--- config.mk ---
export PLATFORM = sky130hd
export DESIGN_NAME = rdc_cell
export DESIGN_NICKNAME = d
export VERILOG_FILES = /design/src/sv/rdc_pkg.sv /design/src/sv/rdc_cell.sv
export SDC_FILE = /design/constraint.sdc
export NUM_CORES = 1
export LEC_CHECK = 0
export BUFFER_PORTS_ARGS = -buffer_cell sky130_fd_sc_hd__buf_2
export CORE_MARGIN = 10
export CORE_UTILIZATION = 35
export CTS_CLUSTER_SIZE = 28
export DETAILED_ROUTE_END_ITERATION = 16
export PLACE_DENSITY = 0.65
export SLEW_MARGIN = 0
export SYNTH_ARGS = -nofsm -noshare
export SYNTH_HDL_FRONTEND = slang
export SYNTH_SLANG_ARGS = --single-unit
--- constraint.sdc ---
create_clock -name i_clk -period 2.6 [get_ports i_clk]
set_input_delay 0 -clock i_clk [delete_from_list [all_inputs] [get_ports i_clk]]
set_output_delay 0 -clock i_clk [all_outputs]
set_load 0.03 [all_outputs]
--- src/sv/rdc_pkg.sv ---
// ----------------------------------------------------------------------------
// Descriptor cache package
// Shared types, codes and defaults of the reference-counted descriptor cache.
// ----------------------------------------------------------------------------
`default_nettype none
package rdc_pkg;
    localparam int DEF_NUM_KINDS      = 6;
    localparam int DEF_SLOTS_PER_KIND = 32;
    localparam int SLOT_W             = 6;

    localparam logic [1:0] ACT_GET = 2'd0;
    localparam logic [1:0] ACT_ADD = 2'd1;
    localparam logic [1:0] ACT_PUT = 2'd2;
    localparam logic [1:0] ACT_FILL = 2'd3;

    localparam logic [2:0] ST_HIT      = 3'd0;
    localparam logic [2:0] ST_MISS     = 3'd1;
    localparam logic [2:0] ST_FULL     = 3'd2;
    localparam logic [2:0] ST_IGNORED  = 3'd3;
    localparam logic [2:0] ST_RELEASED = 3'd4;
    localparam logic [2:0] ST_NOTFOUND = 3'd5;
    localparam logic [2:0] ST_UNDERFLOW = 3'd6;
    localparam logic [2:0] ST_REJECTED = 3'd7;

    localparam logic [1:0] REG_NUM_OPS   = 2'd0;
    localparam logic [1:0] REG_DESC_BYTES = 2'd1;
    localparam logic [1:0] REG_GRAPH_BASE = 2'd2;

    typedef struct packed {
        logic [1:0]  action;
        logic [2:0]  op_kind;
        logic [15:0] desc_index;
        logic [7:0]  region;
        logic        fetch_ok;
        logic [7:0]  fetched_kind;
    } t_req;

    typedef struct packed {
        logic [2:0]  status;
        logic [4:0]  slot;
        logic [32:0] mem_address;
        logic [15:0] ref_count;
    } t_res;

    // Search token passed down the row of cells.
    typedef struct packed {
        logic              vld;
        logic              hit;
        logic [SLOT_W-1:0] hit_slot;
        logic [15:0]       hit_refs;
        logic              free;
        logic [SLOT_W-1:0] free_slot;
    } t_tok;

    // Update broadcast to all cells when an action completes.
    typedef struct packed {
        logic              en;
        logic [SLOT_W-1:0] slot;
        logic              set_valid;
        logic              clr_valid;
        logic [14:0]       idx;
        logic [7:0]        region;
        logic [15:0]       refs;
    } t_wr;
endpackage
`default_nettype wire

--- src/sv/rdc_cell.sv ---
// ----------------------------------------------------------------------------
// Descriptor cache cell
// Holds one slot of every bank and updates the passing search token.
// ----------------------------------------------------------------------------
`default_nettype none
module rdc_cell #(
    parameter int NUM_KINDS = rdc_pkg::DEF_NUM_KINDS,
    parameter int KW        = 3,
    parameter int CELL_ID   = 0
) (
    input  wire logic          i_clk,
    input  wire logic          i_rst_n,
    input  wire logic [KW-1:0] i_kind_idx,
    input  wire logic [14:0]   i_idx,
    input  wire logic [7:0]    i_region,
    input  wire rdc_pkg::t_tok i_tok,
    input  wire rdc_pkg::t_wr  i_wr,
    output rdc_pkg::t_tok      o_tok
);
    import rdc_pkg::*;

    logic [NUM_KINDS-1:0] r_valid;
    logic [14:0] r_idx    [NUM_KINDS];
    logic [7:0]  r_region [NUM_KINDS];
    logic [15:0] r_refs   [NUM_KINDS];
    t_tok r_tok, n_tok;
    logic in_range, match, mine;

    assign in_range = 32'(i_kind_idx) < NUM_KINDS;
    assign match = in_range && r_valid[i_kind_idx] && r_idx[i_kind_idx] == i_idx
                   && r_region[i_kind_idx] == i_region;
    assign mine = i_wr.en && in_range && i_wr.slot == SLOT_W'(CELL_ID);

    always_comb begin
        n_tok = i_tok;
        if (match && !i_tok.hit) begin
            n_tok.hit      = 1'b1;
            n_tok.hit_slot = SLOT_W'(CELL_ID);
            n_tok.hit_refs = r_refs[i_kind_idx];
        end
        if (in_range && !r_valid[i_kind_idx] && !i_tok.free) begin
            n_tok.free      = 1'b1;
            n_tok.free_slot = SLOT_W'(CELL_ID);
        end
    end

    always_ff @(posedge i_clk) begin
        if (!i_rst_n) begin
            r_tok   <= '0;
            r_valid <= '0;
        end else begin
            r_tok <= n_tok;
            if (mine) begin
                if (i_wr.set_valid) begin
                    r_valid[i_kind_idx] <= 1'b1;
                end else if (i_wr.clr_valid) begin
                    r_valid[i_kind_idx] <= 1'b0;
                end
            end
        end
        if (mine) begin
            r_refs[i_kind_idx] <= i_wr.refs;
            if (i_wr.set_valid) begin
                r_idx[i_kind_idx]    <= i_wr.idx;
                r_region[i_kind_idx] <= i_wr.region;
            end
        end
    end

    assign o_tok = r_tok;
endmodule
`default_nettype wire

# Yosys cells after proc, flatten, opt, wreduce, memory -nomap -nowiden
# Memories as Yosys holds them, arrays and structs flattened.
# Cells that the tools add are included.
# Widths: inputs -> output; s select.
[word_totals]
reg_bits = 37
mem_bits_rw = 234
inputBits = 107
out_inout_bits = 31
elab_cells = 49
memories = 3
[memory_table]
columns = ["name", "depth", "width", "read_ports", "rd_ports_with_merged_regs", "wr", "line_no", "rtl"]
rows = [
  ["r_refs", 6, 16, 1, 0, 1, "rdc_cell.sv:25", "logic [15:0] r_refs [NUM_KINDS];"],
  ["r_idx", 6, 15, 1, 0, 1, "rdc_cell.sv:23", "logic [14:0] r_idx [NUM_KINDS];"],
  ["r_region", 6, 8, 1, 0, 1, "rdc_cell.sv:24", "logic [7:0] r_region [NUM_KINDS];"],
]
[classes]
n_lt_le_gt_ge = 3
eq_ne = 2
mux = 13
n_bitwise = 4
reduce_logical = 17
[op_table]
columns = ["op", "count"]
rows = [
  ["$mux 23", 1],
  ["$eq 15x15->1", 1],
  ["$mux 6", 2],
  ["$logic_and 1x1->1", 9],
  ["$eq 8x8->1", 1],
  ["$mux 1", 7],
  ["$mux 7", 1],
  ["$and 6x6->6", 1],
  ["$logic_not 6->1", 1],
  ["$not 6->6", 1],
  ["$or 6x6->6", 1],
  ["$lt 3x4->1 const B", 1],
  ["$reduce_or 2->1", 2],
  ["$bmux 1 s3", 1],
  ["$demux 1 s3", 1],
  ["$ge 3x1->1 const B", 1],
  ["$logic_not 1->1", 3],
  ["$lt 3x3->1 const B", 1],
  ["$reduce_and 2->1", 1],
  ["$reduce_bool 2->1", 1],
  ["$not 1->1", 1],
]

# Longest topological paths before layout
# Gate-level depths: netlist of the first run.
[logic_depth]
depth_word = 8
mapped_depth = 12
depth_no_buf = 7

# Worst setup path after synthesis of the first run
# OpenSTA, ideal clock, no wires.
[synth_timing]
path_kind = "input to register"
startpoint = "input i_kind_idx[0]"
endpoint = "register with a tool-made name"
setup_ps = 119
arrival_ps = 2534
t_required_ps = 2481
path_slack_ps = -53
path_stages = 9
n_path_buf = 5
path_cell_list = "buf_6 -> buf_12 -> buf_2 -> buf_2 -> buf_1 -> nor3_1 -> nand2_1 -> a22oi_1 -> nor2b_1"
[synth_lines]
columns = ["item", "line_no", "rtl"]
rows = [
  ["start, declared", "rdc_cell.sv:13", "input wire logic [KW-1:0] i_kind_idx,"],
]

# Worst setup path in the final report of the first run
[layout_timing]
startpoint = "memory r_region[2][4]"
endpoint = "register r_tok (netlist bit o_tok[9])"
[layout_between]
elab_chain_len = 5
[layout_rtl]
columns = ["item", "line_no", "rtl"]
rows = [
  ["start, declared", "rdc_cell.sv:24", ""],
  ["$mem_v2 6x8", "n/a", ""],
  ["$eq 8x8->1", "rdc_cell.sv:31", "&& r_region[i_kind_idx] == i_region;"],
  ["$logic_and 1x1->1", "rdc_cell.sv:31", ""],
  ["$logic_and 1x1->1", "rdc_cell.sv:36", "if (match && !i_tok.hit) begin"],
  ["$mux 23", "rdc_cell.sv:36", ""],
  ["end signal, assigned", "rdc_cell.sv:52", "r_tok <= n_tok;"],
  ["end, declared", "rdc_cell.sv:26", "t_tok r_tok, n_tok;"],
]
# Every way passes these cells.
# A chain may end at the register's enable or synchronous reset.

==> results by group, run 1 <==
Outcome
  – Status: finished, violations left
  – Violated checks: negative setup slack

Global route
  – All-Layer GR Usage: 13.1%
  – GR Overflow Total: 0
  – Antenna violations before repair: 1
  – Vias in the first global route: 6731
  – First-pass GRT wire length: 39.6 mm
  – Pin count of the biggest net entering global routing: 40

Routing
  – Via count: 6414
  – WL final: 25.9 mm
  – Routed wl met3: 1.16 mm
  – Met1 Wirelength: 10.9 mm
  – Initial detailed-routing violation count: 347
  – DR DRC count: 0
  – Top Metal Used: met5
  – Detail Route Antenna Nets: 0
  – DRT Pass-1 Iters: 5
  – Via density: 4.81
  – Routed met2 length: 13.5 mm
  – DR WL/cell: 19.4 um

STA
  – Layout Skew: 0.0269 ns
  – Setup Viol. Count Final: 16
  – Fin. max-slew vios: 0
  – RSZ-0062 raised after global routing: yes
  – Crit path time final: 2.67 ns
  – Slew HR: 52.0%
  – Achievable clock frequency: 375 MHz
  – Worst-Margin Slew: 0.720 ns
  – Fin crit share: 103%
  – Final hold vios: 0
  – Final worst slack: -0.0692 ns

Place
  – Port Buf Inserts: 137
  – Gp weighted congestion: 0.727
  – Place WS: -0.192 ns
  – Cells after DPL: 1200
  – DP HPWL: 16.1 mm

Floorplanning
  – Top Ports: 138
  – Die area: 0.0381 mm^2
  – Initial Utilization: 35.4%
  – Die Span Y: 195 um
  – CORE AREA: 0.0304 mm^2
  – Chip width: 195 um
  – Floorplan row count: 64

Critical path
  – CP delay by family, top: multiplexers
  – Req. time, crit path: 3.05 ns
  – Critical path's largest stage delay: 0.50 ns
  – Crit-path max FO: 6
  – Crit path buf inv count: 3
  – Critical Path AT: 3.12 ns
  – Cells along the critical path: mux4_2 -> mux2i_4 -> xnor2_2 -> nor4_2 -> buf_4 -> nand4_1 -> nor4_4 -> buf_6 -> buf_12 -> mux2i_1
  – Critical path's slowest cell: mux4_2
  – CP Launch Type: flip-flop
  – CP Class: reg2reg
  – CP endpoint kind: flip-flop

Clocking
  – CTS Buf Count: 28
  – CTS H-tree depth: 1
  – CTS max path bufs: 3
  – Worst-Skew Late Latency: 0.55 ns
  – CTS tree: built
  – Clk root buf: clkbuf_16
  – Clk sink count: 271
  – Worst-path clk slew: 0.06 ns

Synthesis
  – Top cells by area, synth: edfxtp_1 65%, mux2i_1 7.2%, dfxtp_1 6.9%
  – Post-Syn Area: 0.0108 mm^2
  – Sequential-to-total area share from yosys stat: 72.2%
  – Synth Instances: 659
  – Warnings, synthesis: 0
  – Number of synthesized register bits: 271
  – EDFF count, synth: 234
  – Synth area leader: edfxtp_1
  – Area share of the leading cell type in the synthesized netlist: 65.3%
  – Top-count cell post-synth: edfxtp_1
  – Syn Area/Cell: 16.3 um^2
  – Ys async rst share: 0%
  – Commonest cells post-synth: 234 x edfxtp_1, 77 x mux2i_1, 52 x nand2_1
  – Count of cell types in the netlist: 42
  – Post-Synthesis Net Count: 766
  – Synth Flop Type: edfxtp_1

Finish
  – # diodes: 0
  – Nets: 1023
  – Area Growth Syn to Fin: 29.1%
  – Non-filler cells, final: 1333
  – Share of layout cells above drive strength 1: 29.3%
  – Filler Cell Count: 2656

Pwr
  – Clock power frac: 40.8%
  – Combinational power share: 7.3%
  – Switch share: 21.3%
  – Register share of total power: 51.8%
  – LEAKAGE: 5.11 nW
  – NetSw: 0.00195 W
  – Max IR drop VDD: 0.461 mV
  – Pint: 0.00721 W
  – Power per standard cell area: 660 mW/mm^2

Min path
  – Hold crit path type: in2reg

Run
  – Max-cap violations: 0
==> power by group through the flow <==
| stage | Combinational [W] | Clock [W] | Sequential (W) |
|---|---|---|---|
| 2_1_floorplan | 0.000263 | 0 | 0.00490 |
| 3_3_place_gp | 0.000564 | 0 | 0.00484 |
| 3_5_place_dp | 0.000573 | 0 | 0.00484 |
| 4_1_cts | 0.000672 | 0.00381 | 0.00475 |
| 5_1_grt | 0.000732 | 0.00399 | 0.00475 |
| 6_report | 0.000673 | 0.00374 | 0.00475 |
==> timing repair <==
item | in CTS | in global routing
endpoints found under the setup margin | 22 | 22
gates resized for setup | 3 | 5
setup buffers | 1 | 0
pin swaps | 0 | 1
hold endpoints to repair | 271 | 0
hold buffers | 79 | 0
gates cloned | 1 | 1
==> cells by family after synthesis <==
logic type	after synthesis	share of synthesized area, %
compound gates	74	4.68
xor+xnor	42	3.42
buf+inv	41	1.94
flops	271	72.2
mux	118	12.9
simple gates	113	4.87
==> registers in the layout, indices dropped and copies added (netlist names), named ones only <==
signal,flops
r_refs,96
r_region,48
o_tok,31
r_idx,90
==> worst register-to-register path, cell delays in order (launching register included) <==
cell	delay [ns]
edfxtp_1	0.36
mux4_2	0.50
mux2i_4	0.17
xnor2_2	0.10
nor4_2	0.35
buf_4	0.17
nand4_1	0.18
nor4_4	0.19
buf_6	0.19
buf_12	0.15
mux2i_1	0.23
==> layer usage <==
layer	up-vias	GRT usage, %
li1	3029	-
met2	155	23.3
met1	3200	16.1
met4	2	2.94
met3	28	2.23
met5	-	0
==> cell usage in the layout (no fill, tap or decap), drive strengths merged, types with 17 or more instances in the layout <==
master       instances
mux2                28
dfxtp               37
clkbuf              32
nand2               52
clkinv              17
mux2i               77
nor2                28
xor2                30
edfxtp             234
dlygate4sd3         79
buf                181
o21ai               31
==> path summary, 6_finish.rpt <==
path / start / to / slack (ns) / depth (start not counted)
setup reg to reg: r_region[2][4] / o_tok[9] / -0.07 / 10
hold reg to reg: flip-flop / flip-flop / 0.53 / 2
setup / recovery: r_region[2][4] / o_tok[9] / -0.07 / 10
hold / removal: i_rst_n / o_tok[11] / 0.06 / 3
==> through the flow <==
step | util [%] | total power [W] | area, um^2 | hold WS (ns) | TNS (ns)
4_1_cts | 45.5 | 0.00923 | 13800 | 0.0702 | -0.876
2_1_floorplan | - | 0.00516 | 10800 | 0.0989 | -0.492
3_5_place_dp | 39.9 | 0.00542 | 12100 | 0.217 | -3.06
5_1_grt | 45.6 | 0.00947 | 13900 | 0.100 | -2.63
6_report | 45.6 | 0.00916 | 13900 | 0.0633 | -0.445
3_3_place_gp | 39.9 | 0.00541 | 12100 | 0.211 | -2.49
==> area by class of cell <==
class / instances / area [um^2] / area share, %
Sequential cell: 271 / 7770 / 55.9
Inverter: 7 / 26.3 / 0.189
Tap cell: 396 / 495 / 3.57
Clock inverter: 20 / 149 / 1.07
Clock buffer: 31 / 712 / 5.13
Timing Repair Buffer: 261 / 1900 / 13.6
Multi-Input combinational cell: 347 / 2850 / 20.5
Power figures use the tool's default switching activity.
==> run 2, diff against run 1 <==
--- a/config.mk
+++ b/config.mk
@@ -6,12 +6,13 @@
 export NUM_CORES = 1
 export LEC_CHECK = 0
 export BUFFER_PORTS_ARGS = -buffer_cell sky130_fd_sc_hd__buf_2
+export CAP_MARGIN = 20
 export CORE_MARGIN = 10
 export CORE_UTILIZATION = 35
 export CTS_CLUSTER_SIZE = 28
 export DETAILED_ROUTE_END_ITERATION = 16
 export PLACE_DENSITY = 0.65
-export SLEW_MARGIN = 0
+export SLEW_MARGIN = 20
 export SYNTH_ARGS = -nofsm -noshare
 export SYNTH_HDL_FRONTEND = slang
 export SYNTH_SLANG_ARGS = --single-unit
==> constraint.sdc (replaced) <==
create_clock -name i_clk -period 2.6 [get_ports i_clk]
set_input_delay 0.78 -clock i_clk [delete_from_list [all_inputs] [get_ports i_clk]]
set_output_delay 0.78 -clock i_clk [all_outputs]
set_load 0.03 [all_outputs]
==> results by group, run 2 (synthesized netlist as in run 1, its figures left out) <==
STA
  – Final hold vios: 0 (unchanged)
  – RSZ-0062 raised after global routing: yes
  – Crit path time final: 2.60 ns (-0.0682 ns)
  – Final worst slack: -0.000994 ns (+0.0682 ns)
  – Fin. max-slew vios: 0 (unchanged)
  – Setup Viol. Count Final: 1 (-15)
  – Worst-Margin Slew: 0.550 ns (-0.170 ns)
  – Fin crit share: 100% (-2.6 points)
  – Total negative setup slack: -0.000994 ns (+0.444 ns)
  – Achievable clock frequency: 384 MHz (+2.6%)
  – Slew HR: 63.3% (+11 points)
  – Layout Skew: 0.00965 ns (-0.0173 ns)

Global route
  – Antenna violations before repair: 6 (+5)
  – GR Overflow Total: 0 (unchanged)
  – All-Layer GR Usage: 12.8% (-0.20 points)
  – First-pass GRT wire length: 38.7 mm (-2.3%)
  – Pin count of the biggest net entering global routing: 30 (-25%)
  – Vias in the first global route: 6538 (-2.9%)

Run
  – Max-cap violations: 0 (unchanged)

Finish
  – Share of layout cells above drive strength 1: 36.1% (+6.8 points)
  – Most frequent cells in the layout: 234 x edfxtp_1, 135 x buf_2, 75 x mux2i_1
  – Most common cell after layout, fill and taps aside: edfxtp_1
  – Top reg by flops: r_refs
  – Top flop regs: r_refs: 96 flops, r_idx: 90 flops, r_region: 48 flops
  – Area Growth Syn to Fin: 27.9%
  – # diodes: 0 (unchanged)
  – Largest register FFs: 96 (unchanged)
  – Final Util: 45.2% (-0.43 points)
  – Nets: 983 (-3.9%)
  – Filler Cell Count: 2684 (+1.1%)
  – Final instance area: 0.0138 mm^2 (-0.95%)

Routing
  – Initial detailed-routing violation count: 402 (+16%)
  – WL final: 25.3 mm (-2.4%)
  – DR WL/cell: 19.6 um (+0.89%)
  – Detail Route Antenna Nets: 0 (unchanged)
  – DR DRC count: 0 (unchanged)
  – DRT Pass-1 Iters: 5 (unchanged)
  – Via density: 4.82 (+0.22%)
  – Via count: 6221 (-3.0%)

Place
  – Dpl cell area: 0.0127 mm^2 (+4.7%)
  – DP HPWL: 17.4 mm (+7.7%)
  – Port Buf Inserts: 137 (unchanged)
  – Gp weighted congestion: 0.764 (+5.0%)

Critical path
  – Req. time, crit path: 3.05 ns (about the same)
  – CP Launch Type: input port
  – CP endpoint kind: flip-flop
  – Crit-path max FO: 8 (+2)
  – CP delay by family, top: multiplexers
  – CP Class: in2reg
  – Cells along the critical path: buf_16 -> buf_4 -> mux4_1 -> xnor2_1 -> mux2i_1 -> nor3_1 -> nand3_1 -> nor4_4 -> buf_6 -> clkbuf_16 -> mux2i_1
  – Crit path buf inv count: 4 (+1)
  – CP most frequent cell: mux2i_1
  – Critical path's slowest cell: mux4_1
  – Critical Path AT: 3.05 ns (-0.07 ns)
  – Critical path's largest stage delay: 0.58 ns (+0.08 ns)

Pwr
  – Max IR drop VDD: 0.414 mV (-10%)
  – Power per standard cell area: 658 mW/mm^2 (-0.27%)
  – LEAKAGE: 5.04 nW (-1.4%)

Clocking
  – CTS H-tree depth: 1 (unchanged)
  – Worst-Skew Late Latency: 0.53 ns (-0.02 ns)
  – Clk root buf: clkbuf_16
  – Post-CTS Hold Buffers: 0 (-100%)
  – CTS max path bufs: 3 (unchanged)
  – CTS tree: built
  – CTS Buf Count: 27 (-3.6%)
  – Clk sink count: 271 (unchanged)
  – Worst-path clk slew: 0.06 ns (about the same)

Floorplanning
  – Die area: 0.0381 mm^2 (unchanged)
  – CORE AREA: 0.0304 mm^2 (unchanged)
  – Top Ports: 138 (unchanged)
  – Chip width: 195 um (unchanged)
  – Initial Utilization: 35.4% (unchanged)
  – Die Span Y: 195 um (unchanged)
  – Floorplan row count: 64 (unchanged)

Min path
  – Hold crit path type: in2reg

Outcome
  – Status: finished, violations left
  – Violated checks: negative setup slack
-- run 2: worst register-to-register path, stage by stage (launching register included) --
cell and delay [ns]:
edfxtp_1 0.36, mux4_2 0.47, mux2i_1 0.17, xnor2_1 0.15, nor4_2 0.31, nand3_1 0.20
nor4_4 0.26, buf_6 0.20, clkbuf_16 0.18, mux2i_1 0.18
-- run 2: power breakdown --
group	internal, W	switching [W]	leakage (nW)	total (W)
logic	0.000286	0.000355	2.24	0.000641
clock network	0.00213	0.00153	0.390	0.00366
registers	0.00474	0.00000655	2.41	0.00475
total	0.00716	0.00189	5.04	0.00905
-- run 2: final timing paths --
| path | startpoint | to | slack [ns] | cells past startpoint |
|---|---|---|---|---|
| hold reg to reg | flip-flop | flip-flop | 0.53 | 2 |
| setup reg to reg | r_region[3][6] | o_tok[21] | 0.06 | 9 |
| setup / recovery | i_kind_idx[0] | o_tok[21] | -0.001 | 11 |
| hold / removal | i_tok[2] | o_tok[2] | 0.47 | 3 |
-- run 2: area by class of cell --
type | count | area (um^2) | share of cell area (%)
flip-flops and latches | 271 | 7770 | 56.5
multi-input cells | 347 | 2950 | 21.5
repair buffers | 222 | 1700 | 12.3
clock buffers | 38 | 727 | 5.28
well taps | 396 | 495 | 3.60
clock inverters | 9 | 95.1 | 0.691
inverters | 7 | 26.3 | 0.191
-- run 2: what timing repair did --
action | in CTS | in global routing
pin swaps | 3 | 11
cloned | 1 | 2
buffers inserted | 5 | 1
endpoints found under the setup margin | 23 | 23
endpoints found under the hold margin | 0 | 0
resized for setup | 13 | 11
-- run 2: per-stage QoR --
stage	cells	hold slack (ns)	setup WS (ns)	power, W
floorplan	659	0.487	-0.285	0.00518
global placement	1234	0.517	-0.772	0.00545
detailed placement	1234	0.514	-0.840	0.00546
CTS	1287	0.438	-0.0347	0.00916
global route	1290	0.455	-0.0920	0.00939
finish	1290	0.466	-0.000994	0.00905
-- run 2: routing by layer --
metal / vias up / part of all wire [%] / GRT usage [%]
met3: 47 / 6.2 / 3.25
li1: 2950 / - / -
met2: 150 / 49 / 21.6
met1: 3062 / 43 / 16.1
met4: 12 / 2.0 / 3.42
met5: - / 0.28 / 0
==> run 3, diff against run 2 <==
--- a/config.mk
+++ b/config.mk
@@ -11,7 +11,8 @@
 export CORE_UTILIZATION = 35
 export CTS_CLUSTER_SIZE = 28
 export DETAILED_ROUTE_END_ITERATION = 16
-export PLACE_DENSITY = 0.65
+export PLACE_DENSITY = 0.63
+export SKIP_LAST_GASP = 1
 export SLEW_MARGIN = 20
 export SYNTH_ARGS = -nofsm -noshare
 export SYNTH_HDL_FRONTEND = slang
==> constraint.sdc (replaced) <==
create_clock -name i_clk -period 3.19 [get_ports i_clk]
set_input_delay 0.957 -clock i_clk [delete_from_list [all_inputs] [get_ports i_clk]]
set_output_delay 0.957 -clock i_clk [all_outputs]
set_load 0.03 [all_outputs]
==> results by group, run 3 (synthesized netlist as in run 1, its figures left out) <==
Critical path
  – FF-to-FF path depth: 10 (+1)
  – Reg-to-reg critical path endpoint: o_tok[18]
  – Crit path buf inv count: 4 (unchanged)
  – Critical Path AT: 3.52 ns (+0.47 ns)
  – Cells along the critical path: buf_12 -> mux4_2 -> mux2i_1 -> xnor2_1 -> nor4_1 -> buf_4 -> nand4_1 -> nor4_4 -> buf_6 -> buf_12 -> mux2i_2
  – Internal reg-to-reg setup slack: 0.31 ns (+0.25 ns)
  – Critical path's slowest cell: mux4_2
  – Critical path's largest stage delay: 0.51 ns (-0.07 ns)
  – CP endpoint kind: flip-flop
  – CP delay by family, top: simple AND/OR/NAND/NOR gates
  – Worst Setup SP: i_kind_idx[0]
  – CP Class: in2reg
  – CP Launch Type: input port
  – Crit path capture: o_tok[18]
  – Critical path depth: 11 (unchanged)
  – Crit-path max FO: 12 (+4)
  – CP most frequent cell: buf_12
  – Worst r2r src: r_idx[3][14]
  – Req. time, crit path: 3.64 ns (+0.59 ns)

Routing
  – Via density: 4.86 (+0.74%)
  – DR WL/cell: 19.7 um (+0.52%)
  – Initial detailed-routing violation count: 284 (-29%)
  – DR DRC count: 0 (unchanged)
  – Detail Route Antenna Nets: 0 (unchanged)
  – DRT Pass-1 Iters: 5 (unchanged)
  – WL final: 25.3 mm (+0.13%)
  – Via count: 6243 (+0.35%)

Finish
  – Area Growth Syn to Fin: 25.4%
  – Top reg by flops: r_refs
  – Most common cell after layout, fill and taps aside: edfxtp_1
  – Share of layout cells above drive strength 1: 35.2% (-0.96 points)
  – Final instance area: 0.0135 mm^2 (-1.9%)
  – Top flop regs: r_refs: 96 flops, r_idx: 90 flops, r_region: 48 flops
  – Most frequent cells in the layout: 234 x edfxtp_1, 136 x buf_2, 75 x mux2i_1
  – Largest register FFs: 96 (unchanged)
  – Nets: 974 (-0.92%)

Clocking
  – Worst-path clk slew: 0.06 ns (about the same)
  – Worst-Skew Late Latency: 0.54 ns (about the same)
  – CTS H-tree depth: 1 (unchanged)
  – Clk sink count: 271 (unchanged)
  – CTS max path bufs: 3 (unchanged)
  – CTS Buf Count: 29 (+7.4%)
  – Clk root buf: clkbuf_16
  – CTS tree: built

Place
  – DP HPWL: 16.7 mm (-3.8%)
  – Port Buf Inserts: 137 (unchanged)
  – Place WS: -0.441 ns (+0.398 ns)
  – Gp weighted congestion: 0.742 (-2.8%)
  – Dpl cell area: 0.0124 mm^2 (-2.2%)

Global route
  – All-Layer GR Usage: 12.6% (-0.27 points)
  – GR Overflow Total: 0 (unchanged)
  – First-pass GRT wire length: 37.9 mm (-2.1%)
  – Vias in the first global route: 6622 (+1.3%)
  – Pin count of the biggest net entering global routing: 41 (+37%)
  – Antenna violations before repair: 4 (-2)

Floorplanning
  – Top Ports: 138 (unchanged)
  – Die Span Y: 195 um (unchanged)
  – Chip width: 195 um (unchanged)
  – CORE AREA: 0.0304 mm^2 (unchanged)
  – Die area: 0.0381 mm^2 (unchanged)
  – Floorplan row count: 64 (unchanged)
  – Initial Utilization: 35.4% (unchanged)

Min path
  – Hold crit path type: reg2reg

STA
  – Hold_ws: 0.534 ns (+0.0684 ns)
  – Slew HR: 47.6% (-16 points)
  – Setup Viol. Count Final: 0 (-1)
  – Fin crit share: 96.0%
  – Achievable clock frequency: 327 MHz
  – Crit path time final: 3.06 ns
  – Layout Skew: 0.0140 ns (+0.00430 ns)
  – Fin. max-slew vios: 0 (unchanged)
  – Worst-Margin Slew: 0.786 ns (+0.236 ns)
  – Final hold vios: 0 (unchanged)
  – Final worst slack: 0.128 ns (+0.129 ns)

Run
  – Max-cap violations: 0 (unchanged)

Pwr
  – Clock power frac: 42.8% (+2.3 points)
  – Combinational power share: 6.4% (-0.7 points)
  – LEAKAGE: 4.96 nW (-1.6%)
  – Switch share: 21.2% (+0.26 points)
  – Max IR drop VDD: 0.423 mV (+2.2%)
  – Power per standard cell area: 565 mW/mm^2 (-14%)
  – Register share of total power: 50.7% (-1.8 points)
  – NetSw: 0.00162 W (-15%)
  – Pint: 0.00602 W (-16%)

Outcome
  – Status: completed
[run 3: power groups by stage]
stage | Sequential, W | Clock [W] | Combinational (W)
finish | 0.00387 | 0.00327 | 0.000490
global placement | 0.00395 | 0 | 0.000480
floorplan | 0.00399 | 0 | 0.000215
CTS | 0.00387 | 0.00334 | 0.000489
global route | 0.00387 | 0.00349 | 0.000533
detailed placement | 0.00395 | 0 | 0.000488
[run 3: worst min-delay path by stage]
| stage | from | end | cells past startpoint |
|---|---|---|---|
| after floorplan | flip-flop | flip-flop | 2 |
| after global placement | flip-flop | flip-flop | 2 |
| after detailed placement | flip-flop | flip-flop | 2 |
| after CTS | flip-flop | flip-flop | 2 |
| after global routing | flip-flop | flip-flop | 2 |
| final | flip-flop | flip-flop | 2 |
[run 3: layout make-up]
cell class / count / area (um^2)
fill: 2699 / 16900
inverter: 7 / 26.3
timing repair buffer: 211 / 1440
multi-input combinational: 347 / 2830
clock buffer: 35 / 758
sequential: 271 / 7770
tap: 396 / 495
antenna: 2 / 5.00
clock inverter: 16 / 179
[run 3: timing repair]
action,CTS,global route
buffers inserted,0,4
endpoints found under the setup margin,0,1
gates resized for setup,0,10
hold buffers,0,0
[run 3: tightest hold or removal path, delay by kind of cell (launching register included)]
kind            cells  cell delay [ns]
flops               1             0.33
simple gates        1             0.10
compound gates      1             0.07
[run 3: per-stage QoR]
| stage | utilization [%] | std cells | TNS [ns] | power, W |
|---|---|---|---|---|
| detailed placement | 40.8 | 1225 | -8.54 | 0.00443 |
| global route | 44.3 | 1283 | -0.220 | 0.00789 |
| CTS | 43.9 | 1276 | 0 | 0.00770 |
| floorplan | - | 659 | -53.37 | 0.00421 |
| finish | 44.4 | 1285 | 0 | 0.00763 |
| global placement | 40.8 | 1225 | -6.27 | 0.00443 |
[run 3: routing by layer]
| layer | vias to the layer above | global-route usage, % | part of all wire, % |
|---|---|---|---|
| met4 | 4 | 4.58 | 3.0 |
| li1 | 2934 | - | - |
| met5 | - | 0 | 0.095 |
| met3 | 48 | 3.03 | 5.5 |
| met2 | 138 | 22.0 | 50 |
| met1 | 3119 | 14.7 | 41 |
